<file path="src/hw/rtl/cpsc_pkg.sv">
// ----------------------------------------------------------------------------
// cpsc_pkg
// shared types and constants of the charger phase switch controller
// ----------------------------------------------------------------------------
package cpsc_pkg;

  localparam int unsigned ValW     = 16;
  localparam int unsigned CfgIdxW  = 3;
  localparam int unsigned InTdataW  = 120;
  localparam int unsigned OutTdataW = 24;

  localparam logic [ValW-1:0] SatVal = '1;

  typedef enum logic [1:0] {
    ST_INIT  = 2'd0,
    ST_ONE   = 2'd1,
    ST_THREE = 2'd2,
    ST_WAIT  = 2'd3
  } phase_state_e;

  typedef enum logic [1:0] {
    REQ_NONE  = 2'd0,
    REQ_ONE   = 2'd1,
    REQ_TWO   = 2'd2,
    REQ_THREE = 2'd3
  } phase_req_e;

  typedef enum logic [CfgIdxW-1:0] {
    CFG_ENABLED       = 3'd0,
    CFG_LIVE_LIMIT    = 3'd1,
    CFG_DEAD_LIMIT    = 3'd2,
    CFG_ZERO_LIMIT    = 3'd3,
    CFG_VOLT_SETTLE   = 3'd4,
    CFG_CURR_SETTLE   = 3'd5,
    CFG_WAIT_TIMEOUT  = 3'd6
  } cfg_idx_e;

  // reset values of the configuration registers
  localparam logic [ValW-1:0] RstLiveLimit   = 16'd200;
  localparam logic [ValW-1:0] RstDeadLimit   = 16'd15;
  localparam logic [ValW-1:0] RstZeroLimit   = 16'd0;
  localparam logic [ValW-1:0] RstVoltSettle  = 16'd120;
  localparam logic [ValW-1:0] RstCurrSettle  = 16'd120;
  localparam logic [ValW-1:0] RstWaitTimeout = 16'd600;

  typedef struct packed {
    logic            enabled;
    logic [ValW-1:0] live_voltage_limit;
    logic [ValW-1:0] dead_voltage_limit;
    logic [ValW-1:0] zero_current_limit;
    logic [ValW-1:0] voltage_settle_ticks;
    logic [ValW-1:0] current_settle_ticks;
    logic [ValW-1:0] wait_timeout_ticks;
  } cfg_t;

  // input item, last field in the lowest bits
  typedef struct packed {
    logic [ValW-1:0] backup_value;
    logic            backup_write;
    logic [1:0]      phase_request;
    logic            meter_ok;
    logic [ValW-1:0] current_c;
    logic [ValW-1:0] current_b;
    logic [ValW-1:0] current_a;
    logic [ValW-1:0] voltage_c;
    logic [ValW-1:0] voltage_b;
    logic [ValW-1:0] voltage_a;
  } item_t;

  // result item, last field in the lowest bits
  typedef struct packed {
    logic            switch_busy;
    logic            relay_on;
    logic            relay_write;
    logic [ValW-1:0] current_value;
    logic            current_write;
    phase_state_e    phase_state;
  } result_t;

  typedef struct packed {
    phase_state_e    mode_state;
    logic [1:0]      stored_request;
    logic [ValW-1:0] restore_current;
    logic [ValW-1:0] three_phase_elapsed;
    logic [ValW-1:0] one_phase_elapsed;
    logic [ValW-1:0] zero_amp_elapsed;
    logic [ValW-1:0] wait_elapsed;
    logic            has_run;
  } state_t;

  localparam int unsigned ItemW   = $bits(item_t);
  localparam int unsigned ResultW = $bits(result_t);

endpackage

</file>
<file path="src/hw/rtl/cpsc_cfg.sv">
// ----------------------------------------------------------------------------
// cpsc_cfg
// configuration register file, write only
// ----------------------------------------------------------------------------
module cpsc_cfg
  import cpsc_pkg::*;
(
  input  logic               clk_i,
  input  logic               rst_ni,
  input  logic               we_i,
  input  logic [CfgIdxW-1:0] idx_i,
  input  logic [ValW-1:0]    data_i,
  output cfg_t               cfg_o
);

  cfg_t cfg_q, cfg_d;

  always_comb begin
    cfg_d = cfg_q;
    if (we_i) begin
      case (cfg_idx_e'(idx_i))
        CFG_ENABLED:      cfg_d.enabled              = data_i[0];
        CFG_LIVE_LIMIT:   cfg_d.live_voltage_limit   = data_i;
        CFG_DEAD_LIMIT:   cfg_d.dead_voltage_limit   = data_i;
        CFG_ZERO_LIMIT:   cfg_d.zero_current_limit   = data_i;
        CFG_VOLT_SETTLE:  cfg_d.voltage_settle_ticks = data_i;
        CFG_CURR_SETTLE:  cfg_d.current_settle_ticks = data_i;
        CFG_WAIT_TIMEOUT: cfg_d.wait_timeout_ticks   = data_i;
        default:          cfg_d = cfg_q;
      endcase
    end
  end

  always_ff @(posedge clk_i or negedge rst_ni) begin
    if (!rst_ni) begin
      cfg_q.enabled              <= 1'b1;
      cfg_q.live_voltage_limit   <= RstLiveLimit;
      cfg_q.dead_voltage_limit   <= RstDeadLimit;
      cfg_q.zero_current_limit   <= RstZeroLimit;
      cfg_q.voltage_settle_ticks <= RstVoltSettle;
      cfg_q.current_settle_ticks <= RstCurrSettle;
      cfg_q.wait_timeout_ticks   <= RstWaitTimeout;
    end else begin
      cfg_q <= cfg_d;
    end
  end

  assign cfg_o = cfg_q;

endmodule

</file>
<file path="src/hw/rtl/cpsc_eval.sv">
// ----------------------------------------------------------------------------
// cpsc_eval
// one evaluation tick: next controller state and result from one item
// ----------------------------------------------------------------------------
module cpsc_eval
  import cpsc_pkg::*;
(
  input  item_t   item_i,
  input  state_t  state_i,
  input  cfg_t    cfg_i,
  output state_t  state_o,
  output result_t result_o
);

  function automatic logic [ValW-1:0] bump(input logic [ValW-1:0] v);
    return (v == SatVal) ? v : v + 1'b1;
  endfunction

  logic [ValW-1:0] tp_inc, op_inc, za_inc, we_inc;
  logic [1:0]      req_nxt;
  logic [ValW-1:0] rc_nxt;
  logic            p3, p1, zero_amp, found3, found1;

  assign tp_inc = bump(state_i.three_phase_elapsed);
  assign op_inc = bump(state_i.one_phase_elapsed);
  assign za_inc = bump(state_i.zero_amp_elapsed);
  assign we_inc = bump(state_i.wait_elapsed);

  assign req_nxt = (item_i.phase_request == REQ_ONE || item_i.phase_request == REQ_THREE)
                 ? item_i.phase_request : state_i.stored_request;
  assign rc_nxt  = item_i.backup_write ? item_i.backup_value : state_i.restore_current;

  // voltage patterns, invalid meter reading counts as absent
  assign p3 = item_i.meter_ok
           && (item_i.voltage_a > cfg_i.live_voltage_limit)
           && (item_i.voltage_b > cfg_i.live_voltage_limit)
           && (item_i.voltage_c > cfg_i.live_voltage_limit);
  assign p1 = item_i.meter_ok
           && (item_i.voltage_a > cfg_i.live_voltage_limit)
           && (item_i.voltage_b < cfg_i.dead_voltage_limit)
           && (item_i.voltage_c < cfg_i.dead_voltage_limit);
  assign zero_amp = item_i.meter_ok
           && (item_i.current_a <= cfg_i.zero_current_limit)
           && (item_i.current_b <= cfg_i.zero_current_limit)
           && (item_i.current_c <= cfg_i.zero_current_limit);

  // three phase wins over one phase
  assign found3 = p3 && (tp_inc > cfg_i.voltage_settle_ticks);
  assign found1 = !found3 && p1 && (op_inc > cfg_i.voltage_settle_ticks);

  always_comb begin
    state_o                     = state_i;
    state_o.three_phase_elapsed = tp_inc;
    state_o.one_phase_elapsed   = op_inc;
    state_o.zero_amp_elapsed    = za_inc;
    state_o.wait_elapsed        = we_inc;
    state_o.stored_request      = req_nxt;
    state_o.restore_current     = rc_nxt;
    result_o                    = '0;

    if (cfg_i.enabled) begin
      state_o.has_run = 1'b1;
      case (state_i.mode_state)
        ST_INIT: begin
          if (!p3) begin
            state_o.three_phase_elapsed = '0;
          end
          if (!found3 && !p1) begin
            state_o.one_phase_elapsed = '0;
          end
          if (found3) begin
            state_o.mode_state = ST_THREE;
          end else if (found1) begin
            state_o.mode_state = ST_ONE;
          end
          if ((found3 || found1) && rc_nxt != '0) begin
            result_o.current_write = 1'b1;
            result_o.current_value = rc_nxt;
          end
        end
        ST_ONE, ST_THREE: begin
          if ((state_i.mode_state == ST_ONE && req_nxt == REQ_THREE) ||
              (state_i.mode_state == ST_THREE && req_nxt == REQ_ONE)) begin
            // pause charging and wait for the current to drop
            result_o.current_write   = 1'b1;
            state_o.mode_state       = ST_WAIT;
            state_o.zero_amp_elapsed = '0;
            state_o.wait_elapsed     = '0;
          end
        end
        ST_WAIT: begin
          if (zero_amp) begin
            if (za_inc > cfg_i.current_settle_ticks) begin
              if (req_nxt == REQ_ONE) begin
                result_o.relay_write = 1'b1;
              end
              if (req_nxt == REQ_THREE) begin
                result_o.relay_write = 1'b1;
                result_o.relay_on    = 1'b1;
              end
              state_o.mode_state          = ST_INIT;
              state_o.one_phase_elapsed   = '0;
              state_o.three_phase_elapsed = '0;
            end
          end else begin
            state_o.zero_amp_elapsed = '0;
          end
          // timeout aborts, relay command of this tick is kept
          if (we_inc > cfg_i.wait_timeout_ticks) begin
            state_o.mode_state          = ST_INIT;
            state_o.one_phase_elapsed   = '0;
            state_o.three_phase_elapsed = '0;
          end
        end
        default: state_o.mode_state = ST_INIT;
      endcase
    end

    result_o.phase_state = state_o.mode_state;
    result_o.switch_busy = state_o.has_run &&
                           (state_o.mode_state == ST_INIT || state_o.mode_state == ST_WAIT);
  end

endmodule

</file>
<file path="src/hw/rtl/charger_phase_switch_controller.sv">
// ----------------------------------------------------------------------------
// charger_phase_switch_controller
// decides one or three phase charging and sequences the phase relay
// ----------------------------------------------------------------------------
// One input beat is one evaluation tick and gives exactly one result beat. The
// block takes a new beat every clock cycle unless back-pressure holds it. A
// beat passes the input register, then the result register; the controller
// state advances in the single cycle where the item moves between the two. Both
// registers hold their beat under back-pressure, so a stalled result stalls
// the input side only once both are full. Configuration registers must be
// written through the cfg port while no beat is in flight; the block itself
// does not enforce this. Writes take effect on the next clock edge.
module charger_phase_switch_controller
  import cpsc_pkg::*;
(
  input  logic                 clk_i,
  input  logic                 rst_ni,
  // configuration write port
  input  logic                 cfg_we_i,
  input  logic [CfgIdxW-1:0]   cfg_idx_i,
  input  logic [ValW-1:0]      cfg_data_i,
  // input ticks
  input  logic                 s_axis_tvalid,
  output logic                 s_axis_tready,
  // voltage_a, voltage_b, voltage_c, current_a, current_b, current_c,
  // meter_ok, phase_request, backup_write, backup_value, zero fill
  input  logic [InTdataW-1:0]  s_axis_tdata,
  // results
  output logic                 m_axis_tvalid,
  input  logic                 m_axis_tready,
  // phase_state, current_write, current_value, relay_write, relay_on,
  // switch_busy, zero fill
  output logic [OutTdataW-1:0] m_axis_tdata
);

  cfg_t    cfg;
  item_t   item_q;
  logic    in_valid_q;
  result_t res_q, res_d;
  logic    out_valid_q;
  state_t  state_q, state_d;
  logic    advance;

  cpsc_cfg u_cfg (
    .clk_i  (clk_i),
    .rst_ni (rst_ni),
    .we_i   (cfg_we_i),
    .idx_i  (cfg_idx_i),
    .data_i (cfg_data_i),
    .cfg_o  (cfg)
  );

  cpsc_eval u_eval (
    .item_i   (item_q),
    .state_i  (state_q),
    .cfg_i    (cfg),
    .state_o  (state_d),
    .result_o (res_d)
  );

  // item moves on when the result register is free or being drained
  assign advance       = in_valid_q && (!out_valid_q || m_axis_tready);
  assign s_axis_tready = !in_valid_q || advance;

  // input register
  always_ff @(posedge clk_i or negedge rst_ni) begin
    if (!rst_ni) begin
      in_valid_q <= 1'b0;
    end else if (s_axis_tready) begin
      in_valid_q <= s_axis_tvalid;
    end
  end

  always_ff @(posedge clk_i) begin
    if (s_axis_tready && s_axis_tvalid) begin
      item_q <= item_t'(s_axis_tdata[ItemW-1:0]);
    end
  end

  // result register
  always_ff @(posedge clk_i or negedge rst_ni) begin
    if (!rst_ni) begin
      out_valid_q <= 1'b0;
    end else if (advance) begin
      out_valid_q <= 1'b1;
    end else if (m_axis_tready) begin
      out_valid_q <= 1'b0;
    end
  end

  always_ff @(posedge clk_i) begin
    if (advance) begin
      res_q <= res_d;
    end
  end

  // controller state, updated once per evaluated tick
  always_ff @(posedge clk_i or negedge rst_ni) begin
    if (!rst_ni) begin
      state_q <= '{mode_state: ST_INIT, default: '0};
    end else if (advance) begin
      state_q <= state_d;
    end
  end

  assign m_axis_tvalid = out_valid_q;
  assign m_axis_tdata  = {{(OutTdataW - ResultW){1'b0}}, res_q};

endmodule

</file>
<file path="config.mk">
export PLATFORM = sky130hd
export DESIGN_NAME = charger_phase_switch_controller
export DESIGN_NICKNAME = d
export VERILOG_FILES = /design/src/hw/rtl/cpsc_pkg.sv /design/src/hw/rtl/cpsc_cfg.sv /design/src/hw/rtl/cpsc_eval.sv /design/src/hw/rtl/charger_phase_switch_controller.sv
export SDC_FILE = /design/constraint.sdc
export NUM_CORES = 1
export LEC_CHECK = 0
export ABC_CLOCK_PERIOD_IN_PS = 5800
export BUFFER_PORTS_ARGS = -buffer_cell sky130_fd_sc_hd__buf_4
export CORE_UTILIZATION = 40
export DETAILED_ROUTE_END_ITERATION = 10
export GPL_TIMING_DRIVEN = 0
export PLACE_DENSITY = 0.59
export SYNTH_ARGS = -nofsm -noshare
export SYNTH_HDL_FRONTEND = slang
export SYNTH_SLANG_ARGS = --single-unit
</file>
<file path="constraint.sdc">
create_clock -name clk_i -period 5.8 [get_ports clk_i]
set_input_delay 0.58 -clock clk_i [delete_from_list [all_inputs] [get_ports clk_i]]
set_output_delay 0.58 -clock clk_i [all_outputs]
set_load 0.02 [all_outputs]
</file>
### After elaboration in Yosys (flattened, before gate mapping)

Cells that the tools add are included.

| cells by class | value |
|---|---|
| equality and inequality tests | 18 |
| order comparisons | 12 |
| reduce and logical (&&, ||, !) cells | 43 |
| add/sub/neg operators | 4 |
| shift operators | 0 |
| muxes and demuxes | 32 |
| bitwise gates (word level) | 0 |
| divide/modulo/power cells | 0 |
| multipliers | 0 |

Operator list:

| kind | number |
|---|---|
| $mux 16 | 9 |
| $mux 32 | 4 |
| $gt 16x16->1 | 7 |
| $mux 65 | 1 |
| $add 16x1->16 const B | 4 |
| $eq 16x16->1 const B | 4 |
| $pmux 32 s2 | 1 |
| $le 16x16->1 | 3 |
| $lt 16x16->1 | 2 |
| $pmux 16 s2 | 1 |
| $logic_and 1x1->1 | 18 |
| $mux 2 | 9 |
| $reduce_bool 16->1 | 1 |
| $reduce_and 2->1 | 7 |
| $eq 2x2->1 const B | 5 |
| $eq 3x3->1 const B | 3 |
| $eq 2x1->1 const B | 3 |
| $eq 3x2->1 const B | 2 |
| $logic_or 1x1->1 | 6 |
| $pmux 2 s3 | 1 |
| $mux 1 | 5 |
| $logic_not 1->1 | 4 |
| $logic_not 2->1 | 2 |
| $reduce_and 4->1 | 1 |
| 6 further kinds | 6 |

| storage, ports and cells | value |
|---|---|
| memories | 0 |
| memory bits (read-only) | 0 |
| bits in latches | 0 |
| output and inout bits | 26 |
| bits in registers | 322 |
| input bits | 144 |
| word-level logic and storage cells | 142 |
| bits in writable memories | 0 |

### Longest topological paths before layout

| logic depth | value |
|---|---|
| depth in word-level cells | 15 |
| gate-level depth with buffers | 22 |
| gate-level depth less buffers | 19 |

### Cells and area by module

From an unflattened synthesis, not the netlist that was laid out.

| second synthesis, totals | value |
|---|---|
| cells, all modules | 1544 |
| area, all modules | 18479.0 um2 |

Modules (own cells, without submodules):

| module | cells each | area each (um2) | instances | sequential area each (um2) |
|---|---|---|---|---|
| charger_phase_switch_controller | 329 | 7569.8 | 1 | 6321.1 |
| cpsc_eval | 1004 | 7039.3 | 1 | 0.0 |
| cpsc_cfg | 211 | 3870.0 | 1 | 2452.4 |

### Least setup slack after synthesis

OpenSTA, ideal clock, no wires.

| timing path | value |
|---|---|
| path kind | register to register |
| start point | reg state_q[53] (netlist name) |
| end point | reg state_q[37] (netlist name) |
| buffers on the path | 4 |
| path slack | 1069 ps |
| stages on the path, launching flop included | 22 |
| library setup time | 126 ps |
| required time | 5674 ps |
| period minus slack after synthesis | 4731 ps |
| arrival time | 4605 ps |
| cells stage by stage | dfrtp_1 -> and3_1 -> clkbuf_1 -> nand4_1 -> nor3_1 -> nand4_1 -> or2_2 -> clkbuf_1 -> nand2b_1 -> clkbuf_1 -> nor2_1 -> xor2_1 -> ha_1 -> and3_1 -> or3b_2 -> o31ai_1 -> nand2_1 -> a21bo_2 -> a211oi_4 -> buf_4 -> nor2_1 -> a221o_1 |

| between the ends | value |
|---|---|
| longest elaborated chain between the ends | 9 |
| elaborated cells between the ends (all ways) | 10 |
| classes of those cells | add/sub (1); order compare (1); eq/ne (1); mux (4); reduce/logical (3) |

Ends and longest elaborated chain:

| what | RTL line | text |
|---|---|---|
| from (decl) | charger_phase_switch_controller.sv:41 | `state_t state_q, state_d;` |
| from (signal assigned) | charger_phase_switch_controller.sv:102 | `state_q <= state_d;` |
| $add 16x1->16 or $eq 16x16->1 (tied branches) | cpsc_eval.sv:16 | `return (v == SatVal) ? v : v + 1'b1;` |
| $mux 16 (*) | cpsc_eval.sv:16 |  |
| $gt 16x16->1 (*) | cpsc_eval.sv:48 | `assign found3 = p3 && (tp_inc > cfg_i.voltage_settle_ticks);` |
| $logic_and 1x1->1 (*) | cpsc_eval.sv:48 |  |
| $logic_not 1->1 (*) | cpsc_eval.sv:68 | `if (!found3 && !p1) begin` |
| $logic_and 1x1->1 (*) | cpsc_eval.sv:68 |  |
| $mux 16 (*) | cpsc_eval.sv:68 |  |
| $pmux 32 s2 (*) | cpsc_eval.sv:63 | `case (state_i.mode_state)` |
| $mux 65 (*) | cpsc_eval.sv:61 | `if (cfg_i.enabled) begin` |

Every way passes the cells marked *; elsewhere a longest branch is shown, timed or not.
A chain may end at the register's enable or synchronous reset.

### Final worst setup path

| timing path | value |
|---|---|
| start point | reg state_q[20] (netlist name) |
| end point | reg state_q[37] (netlist name) |

| between the ends | value |
|---|---|
| longest elaborated chain between the ends | 8 |
| elaborated cells between the ends (all ways) | 9 |
| classes of those cells | add/sub (1); order compare (1); eq/ne (1); mux (6) |

Ends and longest elaborated chain:

| what | RTL line | text |
|---|---|---|
| $add 16x1->16 or $eq 16x16->1 (tied branches) | cpsc_eval.sv:16 |  |
| $mux 16 (*) | cpsc_eval.sv:16 |  |
| $gt 16x16->1 (*) | cpsc_eval.sv:93 | `if (za_inc > cfg_i.current_settle_ticks) begin` |
| $mux 32 (*) | cpsc_eval.sv:93 |  |
| $mux 32 (*) | cpsc_eval.sv:92 | `if (zero_amp) begin` |
| $mux 32 (*) | cpsc_eval.sv:109 | `if (we_inc > cfg_i.wait_timeout_ticks) begin` |
| $pmux 32 s2 (*) | cpsc_eval.sv:63 |  |
| $mux 65 (*) | cpsc_eval.sv:61 |  |

Marked as above.

==> results.txt <==
Worst vdd ir -> 224 uV
Worst Max-Slew Pin Slew -> 1.05 ns
Critical Path Start Type -> flip-flop
Core area -> 43200 um2
Main combinational cell family by area after synthesis -> adder cells
Cts repair resizes -> 0
Postcts setup bufs -> 0
Vias per cell -> 5.31
Clock tree sinks -> 322
Number of flops mapped to enable cells by yosys -> 138
Most frequent cells in the layout -> 198 x ha_1, 165 x nand2_1, 164 x dfrtp_1
Hold buffer count at cts -> 0
Yosys reg bits -> 322
Sequential fraction of the synthesis area -> 50.1%
RD Place Congestion -> 0.844
Fin area -> 20800 um2
R2R depth -> 17
Final setup viols -> 0
Power Density -> 345 nW/um2
Cell count after synthesis -> 1596
LEAKAGE -> 9.21 nW
Hold Fails Final Rpt -> 0
Cell Area, Placed -> 19500 um2
Reg-to-Reg End -> state_q[37]
Layout Nets -> 2140
Fill count -> 3992
Ys async rst share -> 57.1%
First-pass GRT wire length -> 70.5 mm
Clk root buf -> clkbuf_16
XOR/XNOR Fraction of Synth Area -> 2.15%
Clock buffer count from CTS -> 37
# IOs -> 170
Critical Path RT -> 6.23 ns
Mux cell area share after synthesis -> 5.71%
Worst-skew pair later-pin latency -> 0.56 ns
Complex-gate fraction of the synthesized area -> 12.0%
Worst R2R Start -> state_q[20]
Pre-CTS WS -> 0.0590 ns
Hold WC Path Type -> in -> async
Fmax -> 183 MHz
Final antenna-violating net count -> 0
Worst R2R Setup Slack -> 0.34 ns
Starting density of the core -> 40.6%
Top_reg_cell synth -> dfrtp_1
WP data arrival -> 5.89 ns
Area Growth Syn to Fin -> 18.7%
CTS tree -> built
WL per Instance -> 18.7 um
Reported max-cap violation count -> 0
Initial antenna violation count -> 1
Overall routing resource usage -> 20.6%
Total grt overflow -> 0
Drt total wl -> 45.0 mm
Worst Setup End Kind -> flip-flop
Status -> complete, no violations
Simple-Gate Fraction of Synth Area -> 12.3%
Crit Path Class -> reg -> reg
Drt pass-1 iters -> 6
Layout cells sized above 1 -> 18.1%
Fin crit share -> 94.1%
Min Tclk post-route -> 5.46 ns
Library cells used by synthesis -> 68
CTS Buffer Depth -> 3
Rel. slew slack -> 30.1%
Die Y -> 211 um
Clock-pin slew on the worst setup and hold paths -> 0.06 ns
Max-slew violations -> 0
H-tree lvl count -> 2
Die ar. -> 44600 um2
Post-DP HPWL -> 33.5 mm
Number of I/O port buffers -> 161
Synth Area in Adders -> 14.1%
Rows -> 76
Max Fanout on Critical Path -> 9
Mapped cell area -> 17500 um2
Largest net degree at the start of global routing -> 96
Die W -> 211 um
Commonest non-fill, non-tap cell in the layout -> ha_1
Worst Skew -> 0.0148 ns
Unrepaired setup endpoints after global routing -> true
DRC -> 0
Syn_area_per_cell -> 11.0 um2
Synth warn -> 0
Initial DRC count -> 796
Vias in the first global route -> 12700
Worst setup margin -> 0.340 ns
Detailed-route via count -> 12800
==> through the flow <==
step / hold WS, ns / TNS, ns / std cells / power (mW) / utilization, %
finish: 0.0208 / 0 / 2413 / 7.17 / 48.2
global route: 0.0640 / -0.0105 / 2412 / 7.59 / 48.2
CTS: 0.0431 / 0 / 2413 / 7.23 / 48.1
detailed placement: 0.454 / 0 / 2345 / 4.79 / 45.2
global placement: 0.453 / 0 / 2343 / 4.72 / 45.1
floorplan: 0.284 / 0 / 1597 / 4.18 / -
==> worst max-delay path, stage by stage, from the launching register on <==
cell and delay (ns):
dfrtp_1 0.32, clkbuf_1 0.29, and4_1 0.36, nand4_1 0.23, nor3_2 0.43, nand3_1 0.33
nand2b_1 0.30, nor3_1 0.09, xor2_1 0.18, ha_1 0.34, nand2_1 0.06, o21ai_0 0.29
o21bai_1 0.24, a211oi_1 0.52, a21oi_2 0.23, a211oi_4 0.51, nor2_1 0.25, a221o_1 0.36
==> state kept, by name, indices dropped and copies added (netlist names) <==
signal / count
item_q: 116
u_cfg.cfg_o: 97
state_q: 85
m_axis_tdata: 22
in_valid_q: 1
m_axis_tvalid: 1
==> power by group <==
group          switching, mW  total (mW)  internal [mW]
combinational           1.08        1.83          0.759
clock                  0.961        2.41           1.45
sequential             0.193        2.93           2.73
total                   2.23        7.17           4.94
==> Yosys cell counts, types with 3 or more instances <==
master / instances / area (um2)
o31ai_1: 18 / 135
nor3b_1: 3 / 22.5
nand4b_1: 3 / 26.3
a211oi_1: 10 / 75.1
nand3b_1: 3 / 22.5
nand4_1: 41 / 257
nor4_1: 17 / 106
a21oi_1: 82 / 410
a22o_1: 33 / 289
and4_1: 8 / 70.1
o21ai_1: 3 / 15.0
o211ai_1: 7 / 52.6
and3_1: 16 / 100
o21ai_0: 101 / 505
nand3_1: 46 / 230
a211o_1: 4 / 35.0
mux2_2: 71 / 800
mux2i_1: 20 / 200
nor2_1: 79 / 297
a21boi_0: 5 / 37.5
dfrtp_1: 164 / 4100
dfstp_2: 20 / 526
a21o_1: 21 / 158
xnor2_1: 29 / 254
nor2b_1: 14 / 87.6
a221o_1: 4 / 40.0
nor3_1: 18 / 90.1
edfxtp_1: 138 / 4140
ha_1: 198 / 2480
o21a_1: 6 / 45.0
buf_4: 3 / 22.5
clkbuf_1: 41 / 154
and2_1: 9 / 56.3
inv_1: 114 / 428
nand2b_1: 15 / 93.8
xor2_1: 14 / 123
nand2_1: 165 / 619
a31oi_1: 11 / 68.8
==> layout make-up <==
type,instances,area (um2),area share [%]
flip-flops and latches,322,8770,42.2
multi-input cells,1113,8150,39.2
repair buffers,163,1270,6.11
clock buffers,53,1090,5.23
well taps,585,732,3.52
inverters,116,435,2.09
plain buffers,45,183,0.878
clock inverters,15,163,0.782
diodes,1,2.50,0.0120
==> worst max-delay path by stage <==
stage           startpoint          end  slack (ns)  depth (start not counted)
3_3_place_gp   state_q[53]  state_q[37]        0.08                         20
5_1_grt        state_q[53]  state_q[37]       -0.01                         19
2_1_floorplan  state_q[53]  state_q[37]        1.07                         21
3_5_place_dp   state_q[53]  state_q[37]        0.06                         20
6_report       state_q[20]  state_q[37]        0.34                         17
4_1_cts        state_q[53]  state_q[37]        0.01                         20
==> kinds of logic after synthesis <==
family / after synthesis
adders and majority gates: 198
and+or+nand+nor: 448
AOI/OAI and AO/OA: 331
buffers and inverters: 162
xor gates and xnor gates: 43
DFF: 322
muxes: 91
other: 1
==> layer usage <==
layer,wire [um],vias to the layer above,global-route usage [%]
met5,17,-,0
met2,21200,278,33.6
met1,20800,6230,27.9
met3,1920,69,3.38
met4,1100,2,6.87
li1,-,6228,-
No activity file was read; power rests on OpenSTA's default activity.
